**src/rtl/bdcc_pkg.sv**
```systemverilog
package bdcc_pkg;

   localparam int BUTTON_COUNT            = 3;
   localparam int TICK_COUNT_BITS_DEFAULT = 16;
   localparam int CFG_BITS                = 16;
   localparam int CSR_INDEX_BITS          = 2;

   localparam int BTN_LEFT  = 0;
   localparam int BTN_RIGHT = 1;
   localparam int BTN_TALK  = 2;

   localparam logic [CSR_INDEX_BITS-1:0] REG_DEBOUNCE_TICKS     = 2'd0;
   localparam logic [CSR_INDEX_BITS-1:0] REG_DOUBLE_CLICK_TICKS = 2'd1;
   localparam logic [CSR_INDEX_BITS-1:0] REG_PRESSED_LEVEL      = 2'd2;

   localparam logic [CFG_BITS-1:0] DEBOUNCE_RESET     = 16'd20;
   localparam logic [CFG_BITS-1:0] DOUBLE_CLICK_RESET = 16'd300;
   localparam logic                PRESSED_RESET      = 1'b0;

   typedef struct packed {
      logic                pressed_level;
      logic [CFG_BITS-1:0] debounce_ticks;
   } lane_cfg_type;

   typedef struct packed {
      logic single_click;
      logic double_click;
   } gesture_type;

   typedef struct packed {
      logic [BUTTON_COUNT-1:0] press;
      gesture_type             gesture;
   } result_type;

endpackage

```
**src/rtl/bdcc_req_if.sv**
```systemverilog
interface bdcc_req_if;
   logic valid;
   logic ready;
   logic left_raw;
   logic right_raw;
   logic talk_raw;
   logic gestures_suppressed;

   modport source (output valid, output left_raw, output right_raw, output talk_raw,
                   output gestures_suppressed, input ready);
   modport sink   (input valid, input left_raw, input right_raw, input talk_raw,
                   input gestures_suppressed, output ready);
endinterface

```
**src/rtl/bdcc_rsp_if.sv**
```systemverilog
interface bdcc_rsp_if;
   logic valid;
   logic ready;
   logic left_press;
   logic right_press;
   logic talk_press;
   logic single_click;
   logic double_click;

   modport source (output valid, output left_press, output right_press, output talk_press,
                   output single_click, output double_click, input ready);
   modport sink   (input valid, input left_press, input right_press, input talk_press,
                   input single_click, input double_click, output ready);
endinterface

```
**src/rtl/bdcc_csr_if.sv**
```systemverilog
interface bdcc_csr_if;
   logic                                valid;
   logic                                ready;
   logic [bdcc_pkg::CSR_INDEX_BITS-1:0] index;
   logic [bdcc_pkg::CFG_BITS-1:0]       data;

   modport source (output valid, output index, output data, input ready);
   modport sink   (input valid, input index, input data, output ready);
endinterface

```
**src/rtl/bdcc_lane.sv**
```systemverilog
module bdcc_lane #(
   parameter int TICK_COUNT_BITS = bdcc_pkg::TICK_COUNT_BITS_DEFAULT
) (
   input  logic                   clock,
   input  logic                   reset,
   input  logic                   accept,
   input  logic                   raw,
   input  bdcc_pkg::lane_cfg_type cfg,
   output logic                   press
);

   localparam int CMP_BITS = (TICK_COUNT_BITS > bdcc_pkg::CFG_BITS) ?
                             TICK_COUNT_BITS : bdcc_pkg::CFG_BITS;

   logic                       raw_pressed;
   logic                       last_ff, last_in;
   logic                       stable_ff, stable_in;
   logic [TICK_COUNT_BITS-1:0] count_ff, count_in;

   always_comb begin
      raw_pressed = (raw == cfg.pressed_level);
      last_in     = raw_pressed;
      if (raw_pressed != last_ff) begin
         count_in = '0;
      end else if (&count_ff) begin
         count_in = count_ff;
      end else begin
         count_in = count_ff + 1'b1;
      end
      stable_in = stable_ff;
      press     = 1'b0;
      if ((CMP_BITS'(count_in) >= CMP_BITS'(cfg.debounce_ticks)) &&
          (raw_pressed != stable_ff)) begin
         stable_in = raw_pressed;
         press     = raw_pressed;
      end
   end

   always_ff @(posedge clock) begin
      if (reset) begin
         last_ff   <= 1'b0;
         stable_ff <= 1'b0;
         count_ff  <= '0;
      end else if (accept) begin
         last_ff   <= last_in;
         stable_ff <= stable_in;
         count_ff  <= count_in;
      end
   end

endmodule

```
**src/rtl/bdcc_merge.sv**
```systemverilog
module bdcc_merge #(
   parameter int TICK_COUNT_BITS = bdcc_pkg::TICK_COUNT_BITS_DEFAULT
) (
   input  logic                          clock,
   input  logic                          reset,
   input  logic                          accept,
   input  logic                          talk_press,
   input  logic                          suppress,
   input  logic [bdcc_pkg::CFG_BITS-1:0] window_ticks,
   output bdcc_pkg::gesture_type         gesture
);

   localparam int CMP_BITS = (TICK_COUNT_BITS > bdcc_pkg::CFG_BITS) ?
                             TICK_COUNT_BITS : bdcc_pkg::CFG_BITS;

   logic                       pending_ff, pending_in;
   logic [TICK_COUNT_BITS-1:0] since_ff, since_in, since_inc;

   always_comb begin
      since_inc  = (&since_ff) ? since_ff : since_ff + 1'b1;
      since_in   = since_inc;
      pending_in = pending_ff;
      gesture    = '0;
      if (suppress) begin
         pending_in = 1'b0;
      end else begin
         if (talk_press) begin
            if (pending_ff && (CMP_BITS'(since_inc) <= CMP_BITS'(window_ticks))) begin
               pending_in           = 1'b0;
               gesture.double_click = 1'b1;
            end else begin
               pending_in = 1'b1;
               since_in   = '0;
            end
         end
         if (pending_in && (CMP_BITS'(since_in) > CMP_BITS'(window_ticks))) begin
            pending_in           = 1'b0;
            gesture.single_click = 1'b1;
         end
      end
   end

   always_ff @(posedge clock) begin
      if (reset) begin
         pending_ff <= 1'b0;
         since_ff   <= '0;
      end else if (accept) begin
         pending_ff <= pending_in;
         since_ff   <= since_in;
      end
   end

endmodule

```
**src/rtl/button_debounce_click_classifier.sv**
```systemverilog
// channel  | port   | dir | transaction
// ---------+--------+-----+-----------------------------------------------
// request  | req_ch | in  | one tick: three raw levels, gesture suppress
// response | rsp_ch | out | press pulses, single and double click
// csr      | csr_ch | in  | register write, index and data
//
// One tick per clock unless stalled; rsp valid the cycle after accept.
// All button lanes and the click merge finish within the accepting cycle.
// The response register lets a new request in while the old one is taken.
// A stalled response holds and blocks only the next request.
// Synchronous reset restores register defaults and releases every button.
module button_debounce_click_classifier #(
   parameter int TICK_COUNT_BITS = bdcc_pkg::TICK_COUNT_BITS_DEFAULT
) (
   input  logic        clock,
   input  logic        reset,
   bdcc_req_if.sink    req_ch,
   bdcc_rsp_if.source  rsp_ch,
   bdcc_csr_if.sink    csr_ch
);

   logic                              accept;
   logic [bdcc_pkg::BUTTON_COUNT-1:0] raw_vec;
   logic [bdcc_pkg::BUTTON_COUNT-1:0] press_vec;
   bdcc_pkg::lane_cfg_type            lane_cfg;
   bdcc_pkg::gesture_type             gesture;

   logic [bdcc_pkg::CFG_BITS-1:0]     debounce_ff, debounce_in;
   logic [bdcc_pkg::CFG_BITS-1:0]     window_ff, window_in;
   logic                              level_ff, level_in;

   logic                              rsp_valid_ff, rsp_valid_in;
   bdcc_pkg::result_type              result_ff, result_in;

   assign csr_ch.ready = 1'b1;

   always_comb begin
      debounce_in = debounce_ff;
      window_in   = window_ff;
      level_in    = level_ff;
      if (csr_ch.valid) begin
         unique case (csr_ch.index)
            bdcc_pkg::REG_DEBOUNCE_TICKS:     debounce_in = csr_ch.data;
            bdcc_pkg::REG_DOUBLE_CLICK_TICKS: window_in   = csr_ch.data;
            bdcc_pkg::REG_PRESSED_LEVEL:      level_in    = csr_ch.data[0];
            default: ;
         endcase
      end
   end

   always_ff @(posedge clock) begin
      if (reset) begin
         debounce_ff <= bdcc_pkg::DEBOUNCE_RESET;
         window_ff   <= bdcc_pkg::DOUBLE_CLICK_RESET;
         level_ff    <= bdcc_pkg::PRESSED_RESET;
      end else begin
         debounce_ff <= debounce_in;
         window_ff   <= window_in;
         level_ff    <= level_in;
      end
   end

   assign req_ch.ready = !rsp_valid_ff || rsp_ch.ready;
   assign accept       = req_ch.valid && req_ch.ready;

   assign raw_vec[bdcc_pkg::BTN_LEFT]  = req_ch.left_raw;
   assign raw_vec[bdcc_pkg::BTN_RIGHT] = req_ch.right_raw;
   assign raw_vec[bdcc_pkg::BTN_TALK]  = req_ch.talk_raw;

   assign lane_cfg.pressed_level  = level_ff;
   assign lane_cfg.debounce_ticks = debounce_ff;

   for (genvar b = 0; b < bdcc_pkg::BUTTON_COUNT; b++) begin : g_lane
      bdcc_lane #(
         .TICK_COUNT_BITS (TICK_COUNT_BITS)
      ) u_lane (
         .clock  (clock),
         .reset  (reset),
         .accept (accept),
         .raw    (raw_vec[b]),
         .cfg    (lane_cfg),
         .press  (press_vec[b])
      );
   end

   bdcc_merge #(
      .TICK_COUNT_BITS (TICK_COUNT_BITS)
   ) u_merge (
      .clock        (clock),
      .reset        (reset),
      .accept       (accept),
      .talk_press   (press_vec[bdcc_pkg::BTN_TALK]),
      .suppress     (req_ch.gestures_suppressed),
      .window_ticks (window_ff),
      .gesture      (gesture)
   );

   always_comb begin
      result_in.press   = press_vec;
      result_in.gesture = gesture;
      if (accept) begin
         rsp_valid_in = 1'b1;
      end else if (rsp_ch.ready) begin
         rsp_valid_in = 1'b0;
      end else begin
         rsp_valid_in = rsp_valid_ff;
      end
   end

   always_ff @(posedge clock) begin
      if (reset) begin
         rsp_valid_ff <= 1'b0;
      end else begin
         rsp_valid_ff <= rsp_valid_in;
      end
   end

   always_ff @(posedge clock) begin
      if (accept) begin
         result_ff <= result_in;
      end
   end

   assign rsp_ch.valid        = rsp_valid_ff;
   assign rsp_ch.left_press   = result_ff.press[bdcc_pkg::BTN_LEFT];
   assign rsp_ch.right_press  = result_ff.press[bdcc_pkg::BTN_RIGHT];
   assign rsp_ch.talk_press   = result_ff.press[bdcc_pkg::BTN_TALK];
   assign rsp_ch.single_click = result_ff.gesture.single_click;
   assign rsp_ch.double_click = result_ff.gesture.double_click;

endmodule

```
**src/flat_wrapper.sv**
```systemverilog
// flat-port wrapper written by rule: the top's interface ports become plain ports
module button_debounce_click_classifier_flat 
#(
   parameter int TICK_COUNT_BITS = bdcc_pkg::TICK_COUNT_BITS_DEFAULT
)
  (clock, reset, req_ch_valid, req_ch_left_raw, req_ch_right_raw, req_ch_talk_raw, req_ch_gestures_suppressed, req_ch_ready, rsp_ch_valid, rsp_ch_left_press, rsp_ch_right_press, rsp_ch_talk_press, rsp_ch_single_click, rsp_ch_double_click, rsp_ch_ready, csr_ch_valid, csr_ch_index, csr_ch_data, csr_ch_ready);
  bdcc_req_if req_ch_i ();
  bdcc_rsp_if rsp_ch_i ();
  bdcc_csr_if csr_ch_i ();
  input  logic clock;
  input  logic reset;
  input wire logic [$bits(req_ch_i.valid)-1:0] req_ch_valid;
  input wire logic [$bits(req_ch_i.left_raw)-1:0] req_ch_left_raw;
  input wire logic [$bits(req_ch_i.right_raw)-1:0] req_ch_right_raw;
  input wire logic [$bits(req_ch_i.talk_raw)-1:0] req_ch_talk_raw;
  input wire logic [$bits(req_ch_i.gestures_suppressed)-1:0] req_ch_gestures_suppressed;
  output wire logic [$bits(req_ch_i.ready)-1:0] req_ch_ready;
  output wire logic [$bits(rsp_ch_i.valid)-1:0] rsp_ch_valid;
  output wire logic [$bits(rsp_ch_i.left_press)-1:0] rsp_ch_left_press;
  output wire logic [$bits(rsp_ch_i.right_press)-1:0] rsp_ch_right_press;
  output wire logic [$bits(rsp_ch_i.talk_press)-1:0] rsp_ch_talk_press;
  output wire logic [$bits(rsp_ch_i.single_click)-1:0] rsp_ch_single_click;
  output wire logic [$bits(rsp_ch_i.double_click)-1:0] rsp_ch_double_click;
  input wire logic [$bits(rsp_ch_i.ready)-1:0] rsp_ch_ready;
  input wire logic [$bits(csr_ch_i.valid)-1:0] csr_ch_valid;
  input wire logic [$bits(csr_ch_i.index)-1:0] csr_ch_index;
  input wire logic [$bits(csr_ch_i.data)-1:0] csr_ch_data;
  output wire logic [$bits(csr_ch_i.ready)-1:0] csr_ch_ready;
  assign req_ch_i.valid = req_ch_valid;
  assign req_ch_i.left_raw = req_ch_left_raw;
  assign req_ch_i.right_raw = req_ch_right_raw;
  assign req_ch_i.talk_raw = req_ch_talk_raw;
  assign req_ch_i.gestures_suppressed = req_ch_gestures_suppressed;
  assign req_ch_ready = req_ch_i.ready;
  assign rsp_ch_valid = rsp_ch_i.valid;
  assign rsp_ch_left_press = rsp_ch_i.left_press;
  assign rsp_ch_right_press = rsp_ch_i.right_press;
  assign rsp_ch_talk_press = rsp_ch_i.talk_press;
  assign rsp_ch_single_click = rsp_ch_i.single_click;
  assign rsp_ch_double_click = rsp_ch_i.double_click;
  assign rsp_ch_i.ready = rsp_ch_ready;
  assign csr_ch_i.valid = csr_ch_valid;
  assign csr_ch_i.index = csr_ch_index;
  assign csr_ch_i.data = csr_ch_data;
  assign csr_ch_ready = csr_ch_i.ready;
  button_debounce_click_classifier #(.TICK_COUNT_BITS(TICK_COUNT_BITS)) u_core (.clock(clock), .reset(reset), .req_ch(req_ch_i), .rsp_ch(rsp_ch_i), .csr_ch(csr_ch_i));
endmodule
```
**config.mk**
```make
export PLATFORM = sky130hd
export DESIGN_NAME = button_debounce_click_classifier_flat
export DESIGN_NICKNAME = d
export VERILOG_FILES = /design/src/rtl/bdcc_pkg.sv /design/src/rtl/bdcc_req_if.sv /design/src/rtl/bdcc_rsp_if.sv /design/src/rtl/bdcc_csr_if.sv /design/src/rtl/bdcc_lane.sv /design/src/rtl/bdcc_merge.sv /design/src/rtl/button_debounce_click_classifier.sv /design/src/flat_wrapper.sv
export SDC_FILE = /design/constraint.sdc
export NUM_CORES = 1
export LEC_CHECK = 0
export BUFFER_PORTS_ARGS = -buffer_cell sky130_fd_sc_hd__buf_2
export CAP_MARGIN = 20
export CORE_ASPECT_RATIO = 1.2
export CORE_MARGIN = 2
export CORE_UTILIZATION = 50
export DETAILED_ROUTE_END_ITERATION = 7
export GPL_TIMING_DRIVEN = 0
export HOLD_SLACK_MARGIN = 0.06
export PLACE_DENSITY = 0.77
export SLEW_MARGIN = 5
export SYNTH_ARGS = -nofsm -noshare
export SYNTH_HDL_FRONTEND = slang
export SYNTH_SLANG_ARGS = --single-unit
```
**constraint.sdc**
```tcl
create_clock -name clock -period 8 [get_ports clock]
set_clock_uncertainty 0.05 [all_clocks]
set_input_delay 0.4 -clock clock [delete_from_list [all_inputs] [get_ports clock]]
set_output_delay 0.4 -clock clock [all_outputs]
set_load 0.005 [all_outputs]
```
# Word-level counts from Yosys, hierarchy flattened
# Cells that the tools add are included.
totals:
  wordCells: 83
  regBits: 110
  output_inout_bits: 8
  in_bits: 27
op_classes:
  add_sub_neg: 4
  reduce_logical: 21
  bitwise_logic: 1
  order_cmp: 5
  n_eq_ne: 11
  n_mux: 21
op_table:
  columns: ["cell", "n"]
  rows:
  - ["16-bit two-way mux", 11]
  - ["16-bit by 1-bit adder with 16-bit output (second input constant)", 4]
  - ["16-bit AND reduction", 4]
  - ["16-bit >= comparator", 3]
  - ["16-bit > comparator", 1]
  - ["16-bit less-or-equal comparator", 1]
  - ["2-bit AND reduction", 6]
  - ["1-bit two-way mux", 10]
  - ["1-bit logical AND", 6]
  - ["1-bit inequality test", 6]
  - ["1-bit equality test", 3]
  - ["2-bit by 1-bit equality test with 1-bit output (second input constant)", 1]
  - ["2-bit equality test (second input constant)", 1]
  - ["2-bit zero test", 1]
  - ["2-bit nonzero test", 1]
  - ["2-bit OR reduction", 1]
  - ["1-bit zero test", 1]
  - ["1-bit logical OR", 1]
  - ["1-bit inverter", 1]

# Logic depth before layout (Yosys ltp)
# Gate-level depths: netlist of run 1.
logic_depth:
  ltp_word: 12
  ltp_mapped: 23
  ltp_nobuf: 21

# By module
# A second synthesis of run 1 with hierarchy kept.
hier_totals:
  cells_unflattened: 1073
  area_unflattened_um2: 8600.7
modules_own_cells:
  columns: ["module", "n_inst", "seq_area_each_um2", "area_per_inst_um2", "cells_each"]
  rows:
  - ["bdcc_merge", 1, 340.3, 1979.4, 255]
  - ["bdcc_lane (u_core.g_lane[0].u_lane)", 1, 360.3, 1764.2, 229]
  - ["bdcc_lane (u_core.g_lane[1].u_lane)", 1, 360.3, 1634.1, 216]
  - ["bdcc_lane (u_core.g_lane[2].u_lane)", 1, 360.3, 1632.8, 227]
  - ["button_debounce_click_classifier", 1, 830.8, 1590.3, 146]

# Least setup slack after synthesis of run 1
# No wires, ideal clock.
synth_path:
  path_kind: "input port to flip-flop"
  startpoint: "input port req_ch_talk_raw"
  endpoint: "register u_core.u_merge.pending_ff"
  setup_slack_ps: 3065
  required_ps: 7833
  arrival_time_ps: 4767
  setup_ps: 117
  n_path_buf: 3
  path_stages: 20
  path_cell_list: "xnor2_2 -> xor2_1 -> clkbuf_1 -> buf_1 -> nor2_1 -> ha_1 -> and4_1 -> o211ai_1 -> o31ai_2 -> o311ai_4 -> nor3_4 -> buf_6 -> nor2_1 -> ha_1 -> nor2b_1 -> o211ai_1 -> a2111oi_0 -> o31ai_1 -> a31o_2 -> a32o_1"
synth_between:
  elab_chain_cells: 12
  elab_cells_between_ends: 15
  classes_between: "2 x order compare; 3 x eq/ne; 8 x mux; 2 x reduce/logical"
synth_lines:
  columns: ["item", "line_no", "source"]
  rows:
  - ["start, declared", "flat_wrapper.sv:15", "input wire logic [$bits(req_ch_i.talk_raw)-1:0] req_ch_talk_raw;"]
  - ["1-bit equality test (*)", "bdcc_lane.sv:21", "raw_pressed = (raw == cfg.pressed_level);"]
  - ["1-bit inequality test (*)", "bdcc_lane.sv:23", "if (raw_pressed != last_ff) begin"]
  - ["16-bit two-way mux (*)", "bdcc_lane.sv:23", null]
  - ["net u_core.g_lane[2].u_lane.count_in[9]", "bdcc_lane.sv:18", "logic [TICK_COUNT_BITS-1:0] count_ff, count_in;"]
  - ["16-bit >= comparator (*)", "bdcc_lane.sv:32", "if ((CMP_BITS'(count_in) >= CMP_BITS'(cfg.debounce_ticks)) &&"]
  - ["1-bit logical AND (*)", "bdcc_lane.sv:32", null]
  - ["1-bit two-way mux (*)", "bdcc_lane.sv:32", null]
  - ["16-bit two-way mux", "bdcc_merge.sv:27", "if (talk_press) begin"]
  - ["16-bit two-way mux", "bdcc_merge.sv:24", "if (suppress) begin"]
  - ["16-bit > comparator", "bdcc_merge.sv:36", "if (pending_in && (CMP_BITS'(since_in) > CMP_BITS'(window_ticks))) begin"]
  - ["1-bit logical AND", "bdcc_merge.sv:36", null]
  - ["1-bit two-way mux (*)", "bdcc_merge.sv:36", null]
  - ["1-bit two-way mux (*)", "bdcc_merge.sv:24", null]
  - ["end signal, assigned", "bdcc_merge.sv:48", "pending_ff <= pending_in;"]
  - ["end, declared", "bdcc_merge.sv:16", "logic pending_ff, pending_in;"]
# Mark *: on every way through the listed nets, which the timed path passes. The rest lies on a longest branch. The select of a mux whose other input is x is not followed.
# A chain may end at the register's enable or synchronous reset.

# Worst setup path in the final report of run 1
layout_path:
  startpoint: "register u_core.level_ff"
  endpoint: "register u_core.u_merge.pending_ff"
layout_between:
  elab_chain_cells: 12
  elab_cells_between_ends: 15
  classes_between: "2 x order compare; 3 x eq/ne; 8 x mux; 2 x reduce/logical"
layout_lines:
  columns: ["item", "line_no", "source"]
  rows:
  - ["start, declared", "button_debounce_click_classifier.sv:30", "logic level_ff, level_in;"]
  - ["start signal, assigned", "button_debounce_click_classifier.sv:55", "level_ff <= bdcc_pkg::PRESSED_RESET;"]
  - ["start signal, assigned", "button_debounce_click_classifier.sv:59", "level_ff <= level_in;"]
  - ["1-bit equality test (*)", "bdcc_lane.sv:21", null]
  - ["1-bit inequality test (*)", "bdcc_lane.sv:23", null]
  - ["16-bit two-way mux (*)", "bdcc_lane.sv:23", null]
  - ["net u_core.g_lane[2].u_lane.count_in[9]", "bdcc_lane.sv:18", null]
  - ["16-bit >= comparator (*)", "bdcc_lane.sv:32", null]
  - ["1-bit logical AND (*)", "bdcc_lane.sv:32", null]
  - ["1-bit two-way mux (*)", "bdcc_lane.sv:32", null]
  - ["16-bit two-way mux", "bdcc_merge.sv:27", null]
  - ["16-bit two-way mux", "bdcc_merge.sv:24", null]
  - ["16-bit > comparator", "bdcc_merge.sv:36", null]
  - ["1-bit logical AND", "bdcc_merge.sv:36", null]
  - ["1-bit two-way mux (*)", "bdcc_merge.sv:36", null]
  - ["1-bit two-way mux (*)", "bdcc_merge.sv:24", null]
# Marked as above.

==> impl_metrics.ini, run 1 <==
[timing]
grt_setup_unrepaired = false
final-hold-violation-count = 0
timing.final.max_slew_violations = 0
min_period_ns = 5.96
finalSetupViolCount = 0
period_share_pct = 74.4
fmax_mhz = 168
slew-limit-headroom_pct = 32.6
tightest_slew_ns = 1.00
tns_ns = 0

[logic_synthesis]
synth_top_area_cell = dfxtp_1
ys_warn_count = 0
synth_top_flop_cell = dfxtp_1
syn_avg_cell_area_um2 = 7.78
yosys.area_share.simple_pct = 25.2
synth-compound-area-share_pct = 21.9
synth_nets = 1165
ys_top_cells_by_area = dfxtp_1 26%, ha_1 13%, a21oi_1 6.5%
synth-edff-count = 5
synth-seq-cells = 110
synth.mux.area_fraction_pct = 1.60
synth_cell_types = 77
synthAdderAreaFrac_pct = 12.8
yosysTopAreaCellShare_pct = 25.6
synthArstFlopShare_pct = 0
synth_area_um2 = 8200
synthXorXnorAreaFrac_pct = 5.72
synth_top_family_by_area = simple AND/OR/NAND/NOR gates
syn_inst = 1054
synth-seq-area-share_pct = 27.5

[critical_path]
path_cells = xnor2_2 -> xor2_1 -> clkbuf_1 -> buf_1 -> nor2_1 -> ha_1 -> and4_1 -> o211ai_1 -> o31ai_2 -> o311ai_4 -> nor3_4 -> buf_6 -> nor2_1 -> ha_1 -> nor2b_1 -> o211ai_1 -> a2111oi_0 -> o31ai_1 -> a31o_2 -> a32o_1
cp.required_ns = 8.22
startpoint = u_core.level_ff
slowest_stage = a2111oi_0
cp-end-kind = flop
cp_data_arrival_time_ns = 6.18
cp_max_fo = 10
path_class = reg -> reg
cp-start-kind = flop
r2r-start = u_core.level_ff
critical_path.max_stage_delay_ns = 0.56

[route]
via_count = 7779
drt-total-wl_um = 22500
first_pass_iters = 7
wl_per_cell_um = 17.1
wl_met1_um = 9420
wl_met3_um = 1270
avgViaCountPerCell = 5.91
drc = 0
wl_met2_um = 10900
routed.top_layer = met4
antenna_left = 0
first_iter_violations = 479

[hold_path]
hp-class = in -> reg
worstHoldStart = csr_ch_data[8]

[pwr]
p_int_uw = 905
comb_power_share_pct = 14.0
pwr_density_cell_nw_per_um2 = 141
peakVddDrop_uv = 103
seq_power_share_pct = 45.3
p_sw_uw = 360
leakage_nw = 3.68
total_power_mw = 1.27
switching_share_pct = 28.5
p_clk_share_pct = 40.7

[clocking]
cts_tree = done
clockRootBuffer = clkbuf_16
htreeDepth = 3
postCtsHoldBufs = 0
clockBufferDepth = 2
cts_setup_buffers = 0
insertion_delay_ns = 0.37
post_cts_resized = 0
cts.clk_slew.worst_paths_ns = 0.09
cts_buffers = 9
cts_sinks = 110

[layout]
n_antenna_cell = 0
drive_above_1_share_pct = 8.70
layout_common_cells = 139 x nand2_1, 107 x a21oi_1, 105 x dfxtp_1
design_area_um2 = 8970
nets = 1210
layout_commonest_cell = nand2_1
area_growth_pct = 9.45
fillCellCount = 1490

[global_routing]
grt_overflow = 0
antenna_found_initial = 0
grtUsageTotal_pct = 25.7
grt_pass1_vias = 7094
grt_max_degree = 21
grt_pass1_wl_um = 35300

[job]
drv_cap = 0

[floorplanning]
dieArea_um2 = 17400
row_count = 51
design.core.area_um2 = 16100
die_w_um = 121
ios = 35
die_h_um = 144
initial_core_util_pct = 50.8

[place]
dp_hpwl_um = 17200
placed_area_um2 = 8630
routabilityCongestion = 0.960
io_buffers = 33

[status]
outcome = completed
[routing by layer]
metal  vias up  GRT usage (%)
met5         -              0
met4         0           12.4
met3        51           3.63
met2       237           44.6
met1      3622           31.3
li1       3869              -
[final timing paths]
| kind | end | depth (start not counted) | slack [ns] |
|---|---|---|---|
| setup / recovery | u_core.u_merge.pending_ff | 20 | 2.04 |
| hold / removal | u_core.window_ff[8] | 2 | 0.21 |
| setup reg to reg | u_core.u_merge.pending_ff | 20 | 2.04 |
| hold reg to reg | u_core.window_ff[6] | 2 | 0.41 |
[registers in the layout (all words and copies together) (netlist names), 3 cells and up]
signal	count
u_core.g_lane.u_lane.count_ff	48
u_core.debounce_ff	16
u_core.u_merge.since_ff	16
u_core.window_ff	16
u_core.g_lane.u_lane.last_ff	3
u_core.g_lane.u_lane.stable_ff	3
[cells by family (layout without fill, tap and decap cells)]
family,Yosys count,in the layout
adder cells (fa/ha/maj),84,84
buffers and inverters,100,150
AND/OR/NAND/NOR,417,417
multiplexers,13,13
other,1,1
AO/OA/AOI/OAI,278,278
XOR/XNOR,51,51
flip-flops,110,110
[final cells by class]
| class | count | area (um^2) | share of cell area, % |
|---|---|---|---|
| multi-input combinational | 844 | 5520 | 61.5 |
| sequential | 110 | 2250 | 25.1 |
| tap | 212 | 265 | 2.96 |
| buffer | 48 | 230 | 2.57 |
| clock buffer | 9 | 225 | 2.51 |
| inverter | 52 | 195 | 2.18 |
| timing repair buffer | 34 | 170 | 1.90 |
| clock inverter | 7 | 114 | 1.27 |
[per-stage QoR]
step	util, %	hold WS (ns)	std cells	setup WS (ns)
after CTS	55.5	0.200	1315	2.12
after detailed placement	53.4	0.398	1299	2.05
after global placement	53.4	0.392	1299	2.13
final	55.6	0.205	1316	2.04
after global routing	55.6	0.208	1316	1.75
after floorplan	-	0.386	1054	3.07
[power by group through the flow]
stage	combinational (mW)	clock [mW]	sequential [mW]
3_3_place_gp	0.171	0	0.585
5_1_grt	0.197	0.546	0.574
2_1_floorplan	0.117	0	0.583
6_report	0.178	0.515	0.573
3_5_place_dp	0.174	0	0.585
4_1_cts	0.176	0.521	0.572
[cell usage after synthesis (all sizes together) (10+ instances only)]
library cell,count
a21o,16
a21oi,109
a31oi,18
and3,21
and4,11
buf,17
clkbuf,31
dfxtp,105
ha,84
inv,52
mux2i,12
nand2,139
nand2b,19
nand3,39
nand4,20
nor2,97
nor3,19
nor4,12
o21ai,52
o31ai,10
xnor2,30
xor2,21
[critical path: cells and delay by family, from the launching register on]
family          cells  cell delay [ns]
flops               1             0.38
buf+inv             3             1.04
fa+ha+maj           2             0.59
simple gates        5             1.00
compound gates      8             2.03
xor+xnor            2             0.77
No activity file was read; power rests on OpenSTA's default activity.
==> run 2: changes to the inputs <==
Clock period 8 ns to 5.8 ns, I/O delays scaled along.
==> run 2 against run 1 <==
  * Utilization up 0.26 points
  * Combinational power up 39%
  * Sequential share of layout area fell by 0.12 points
  * Worst setup slack worse by 1.7 ns
  * Count of clock-buffer cells in the layout unchanged
  * Non-clock buffer count is 2 higher
  * Critical path type unchanged
  * Critical endpoint unchanged
  * Largest cell class unchanged
==> impl_metrics.ini, run 2 (synthesis results as in run 1) <==
[critical_path]
rr_endpoint = u_core.u_merge.pending_ff
cp-start-kind = flop
cp.required_ns = 6.02
cp_data_arrival_time_ns = 5.69
cp-end-kind = flop
cp_max_fo = 10
reg2reg_depth = 22
r2r-start = u_core.u_merge.since_ff[0]
r2r_slack_ns = 0.33
path_class = reg -> reg

[place]
dp_hpwl_um = 17200
placed_area_um2 = 8630
routabilityCongestion = 0.960
dpl_worst_slack_ns = -0.0409
io_buffers = 33
placed_cells = 1299

[route]
drc = 0
first_iter_violations = 454
wl_per_cell_um = 17.1
avgViaCountPerCell = 5.92
via_count = 7807
first_pass_iters = 5
antenna_left = 0
drt-total-wl_um = 22500

[layout]
area_growth_pct = 9.95
drive_above_1_share_pct = 9.22
design_area_um2 = 9010
layout_common_cells = 139 x nand2_1, 107 x a21oi_1, 105 x dfxtp_1
utilization_pct = 55.8
largest_reg_flops = 48
regMostFlops = u_core.g_lane.u_lane.count_ff
finalNonFillerCells = 1318
fillCellCount = 1486
multi_input_area_um2 = 5540
nets = 1212
layout_commonest_cell = nand2_1
seq_area_um2 = 2250
n_antenna_cell = 0

[pwr]
p_sw_uw = 498
p_int_mw = 1.25
switching_share_pct = 28.5
comb_power_share_pct = 14.1
pwr_density_cell_nw_per_um2 = 194
leakage_nw = 3.70
p_clk_share_pct = 40.7
seq_power_share_pct = 45.2
peakVddDrop_uv = 143

[clocking]
htreeDepth = 3
clockBufferDepth = 2
cts_sinks = 110
cts_tree = done
clockRootBuffer = clkbuf_16
insertion_delay_ns = 0.37
cts.clk_slew.worst_paths_ns = 0.08
cts_buffers = 9

[timing]
tns_ns = 0
tightest_slew_ns = 1.01
final-hold-violation-count = 0
worst_slack_ns = 0.327
finalSetupViolCount = 0
period_share_pct = 94.4
slew-limit-headroom_pct = 31.9
timing.final.max_slew_violations = 0
fmax_mhz = 183
min_period_ns = 5.47

[global_routing]
grt_pass1_wl_um = 35300
grt_pass1_vias = 7094
grt_overflow = 0
grtUsageTotal_pct = 25.7
grt_max_degree = 21
antenna_found_initial = 0

[floorplanning]
die_w_um = 121
design.core.area_um2 = 16100
ios = 35
row_count = 51
dieArea_um2 = 17400
die_h_um = 144
initial_core_util_pct = 50.8

[hold_path]
whs_path_depth = 2
worstHoldStart = csr_ch_data[8]
hp-class = in -> reg
hold_end = u_core.window_ff[8]

[status]
outcome = completed

[job]
drv_cap = 0
-- run 2: cell types whose count changed in the layout (fill, tap and decap cells not counted), sizes merged --
cell,before,now
buf,51,52
clkbuf,40,41
-- run 2: routing by layer --
layer	track usage, %	share of wire [%]
met1	31.3	42
met2	44.6	48
met3	3.63	5.2
met4	12.4	4.0
met5	0	0
-- run 2: repair_timing --
item	4_1_cts	5_1_grt
buffers inserted	0	2
pin swaps	0	1
hold buffers	0	0
endpoints found under the setup margin	1	2
gates cloned	0	0
endpoints found under the hold margin	0	0
resized for setup	1	5
-- run 2: worst max-delay path by stage --
stage	to	from	slack [ns]	cells past startpoint
after floorplan	u_core.u_merge.pending_ff	u_core.level_ff	0.87	20
final	u_core.u_merge.pending_ff	u_core.u_merge.since_ff[0]	0.33	22
after CTS	u_core.u_merge.pending_ff	u_core.u_merge.since_ff[0]	0.05	22
after detailed placement	u_core.u_merge.pending_ff	req_ch_talk_raw	-0.04	21
after global placement	u_core.u_merge.pending_ff	req_ch_talk_raw	0.04	21
after global routing	u_core.u_merge.pending_ff	u_core.u_merge.since_ff[0]	-0.02	22
-- run 2: worst max-delay path, stage by stage, from the launching register on --
cell	delay, ns
dfxtp_1	0.44
ha_1	0.25
and3_1	0.16
clkbuf_1	0.28
nand2_1	0.11
nor4_2	0.26
nand3b_1	0.14
o21ai_0	0.23
inv_1	0.09
ha_1	0.33
nand4_1	0.21
a2111o_1	0.45
o211a_1	0.25
nor3_4	0.30
buf_6	0.19
nor2_1	0.06
ha_1	0.28
nor2b_1	0.13
o211ai_1	0.11
a2111oi_1	0.44
o31ai_1	0.14
a31o_2	0.26
a32o_1	0.19
-- run 2: cell type report --
| class | count | share of cell area [%] |
|---|---|---|
| sequential | 110 | 25.0 |
| tap | 212 | 2.94 |
| multi-input combinational | 844 | 61.5 |
| inverter | 52 | 2.17 |
| clock inverter | 7 | 1.26 |
| timing repair buffer | 36 | 2.05 |
| clock buffer | 9 | 2.50 |
| buffer | 48 | 2.58 |
-- run 2: stage by stage --
stage,hold WS [ns],power [mW]
floorplan,0.358,0.966
global placement,0.392,1.04
detailed placement,0.398,1.05
CTS,0.0902,1.75
global route,0.0981,1.82
finish,0.0943,1.75
-- run 2: power by group through the flow --
stage | Sequential [mW] | Combinational [mW] | Clock (mW)
finish | 0.790 | 0.247 | 0.711
CTS | 0.790 | 0.243 | 0.718
global placement | 0.807 | 0.235 | 0
detailed placement | 0.807 | 0.240 | 0
global route | 0.792 | 0.273 | 0.752
floorplan | 0.804 | 0.162 | 0
==> run 3: changes to the inputs <==
Clock period 5.8 ns to 5.1 ns, I/O delays scaled along.
==> run 3 against run 2 <==
  * Critical path depth down 3
  * Non-clock buffer count up 21
  * Power up 15%
  * Via count up 2.8%
  * Hold slack worse by 0.026 ns
  * First-iteration DRC count up 33%
  * Fmax up 10%
  * Clock power up 14%
  * Cell count up 1.6%
  * Utilization up 2.8 points
  * Register-to-register slack worse by 0.20 ns
  * Combinational power up 19%
  * Largest cell class unchanged
  * Largest power group unchanged
  * Highest routed layer unchanged
==> impl_metrics.ini, run 3 (synthesis results as in run 1) <==
[timing]
fmax_mhz = 201
min_period_ns = 4.97
tightest_slew_ns = 1.05
whs_ns = 0.0686
finalSetupViolCount = 0
timing.final.max_slew_violations = 0
tns_ns = 0
final-hold-violation-count = 0
period_share_pct = 97.5
slew-limit-headroom_pct = 29.7

[critical_path]
cp.required_ns = 5.18
cp_data_arrival_time_ns = 5.06
cp-end-kind = flop
path_class = reg -> reg
cp-start-kind = flop
cp_max_fo = 7

[status]
outcome = completed

[clocking]
cts_buffers = 9
htreeDepth = 3
clockBufferDepth = 2
cts_sinks = 110
cts_tree = done
cts.clk_slew.worst_paths_ns = 0.09
clockRootBuffer = clkbuf_16
insertion_delay_ns = 0.37

[route]
drc = 0
avgViaCountPerCell = 5.99
wl_per_cell_um = 17.3
first_pass_iters = 5
via_count = 8024
drt-total-wl_um = 23200
first_iter_violations = 602
antenna_left = 0

[pwr]
total_power_mw = 2.00
pwr_density_cell_nw_per_um2 = 212
leakage_nw = 3.91
peakVddDrop_uv = 163

[place]
io_buffers = 33
routabilityCongestion = 0.960
dp_hpwl_um = 17200

[global_routing]
grtUsageMet3_pct = 3.39
use_met1_pct = 31.5
use_met2_pct = 45.3
gr-max-usage-layer = met2
antenna_found_initial = 0
grt_pass1_wl_um = 35600
grtUsageTotal_pct = 26.0
grt_overflow = 0
grt_max_degree = 21
grt_pass1_vias = 7181

[floorplanning]
row_count = 51
dieArea_um2 = 17400
die_w_um = 121
design.core.area_um2 = 16100
die_h_um = 144
initial_core_util_pct = 50.8
ios = 35

[layout]
n_antenna_cell = 0
regMostFlops = u_core.g_lane.u_lane.count_ff
layout_common_cells = 137 x nand2_1, 107 x a21oi_1, 95 x nor2_1
drive_above_1_share_pct = 14.7
area_growth_pct = 15.4
fillCellCount = 1426
layout_commonest_cell = nand2_1
largest_reg_flops = 48
nets = 1233

[hold_path]
hp-class = in -> reg

[job]
drv_cap = 0
-- run 3: power breakdown --
group | switching, mW | internal (mW) | leakage (nW)
Clock | 0.366 | 0.443 | 0.165
Sequential | 0.0167 | 0.883 | 0.908
Combinational | 0.190 | 0.103 | 2.84
Total | 0.573 | 1.43 | 3.91
-- run 3: metrics by stage --
step | std cells | utilization, % | area, um^2 | setup slack, ns
CTS | 1322 | 56.3 | 9090 | -0.0150
floorplan | 1054 | - | 8200 | 0.170
finish | 1339 | 58.6 | 9460 | 0.126
global placement | 1299 | 53.4 | 8630 | -0.654
detailed placement | 1299 | 53.4 | 8630 | -0.740
global route | 1339 | 58.6 | 9460 | -0.0667
-- run 3: worst max-delay path: stages (launching register included) --
cell	delay, ns
dfxtp_1	0.46
nand4_1	0.34
nor4_4	0.39
buf_4	0.19
nand2_1	0.06
a21oi_1	0.26
ha_1	0.32
a2111oi_4	0.41
o31ai_4	0.10
o311ai_4	0.43
nor3_4	0.09
buf_6	0.16
buf_4	0.13
nor2_1	0.09
ha_1	0.26
nand4_1	0.15
nor2_1	0.06
a221o_1	0.34
or3_1	0.35
o2111a_1	0.12
-- run 3: final timing paths --
| path | startpoint | endpoint | slack (ns) | depth (start not counted) |
|---|---|---|---|---|
| hold reg to reg | u_core.window_ff[6] | u_core.window_ff[6] | 0.41 | 2 |
| setup / recovery | u_core.g_lane[2].u_lane.count_ff[12] | u_core.rsp_ch.single_click | 0.13 | 19 |
| setup reg to reg | u_core.g_lane[2].u_lane.count_ff[12] | u_core.rsp_ch.single_click | 0.13 | 19 |
| hold / removal | csr_ch_data[4] | u_core.debounce_ff[4] | 0.07 | 2 |
-- run 3: repair_timing --
| item | CTS | global route |
|---|---|---|
| gates cloned | 0 | 1 |
| resized for setup | 15 | 61 |
| setup endpoints to repair | 2 | 2 |
| pin swaps | 5 | 16 |
| buffers inserted | 7 | 15 |
| hold buffers | 1 | 0 |
| endpoints found under the hold margin | 1 | 0 |
-- run 3: cell type report --
cell class / count / area (um^2) / share of cell area [%]
Buffer: 47 / 234 / 2.47
Tap cell: 212 / 265 / 2.80
Multi-Input combinational cell: 844 / 5800 / 61.3
Timing Repair Buffer: 58 / 350 / 3.70
Sequential cell: 110 / 2270 / 24.0
Clock buffer: 9 / 225 / 2.38
Clock inverter: 7 / 114 / 1.20
Inverter: 52 / 195 / 2.06
-- run 3: layer usage --
metal,vias up,wire [um]
met1,3775,9630
met5,-,0
li1,3927,-
met4,0,881
met3,50,1370
met2,272,11300
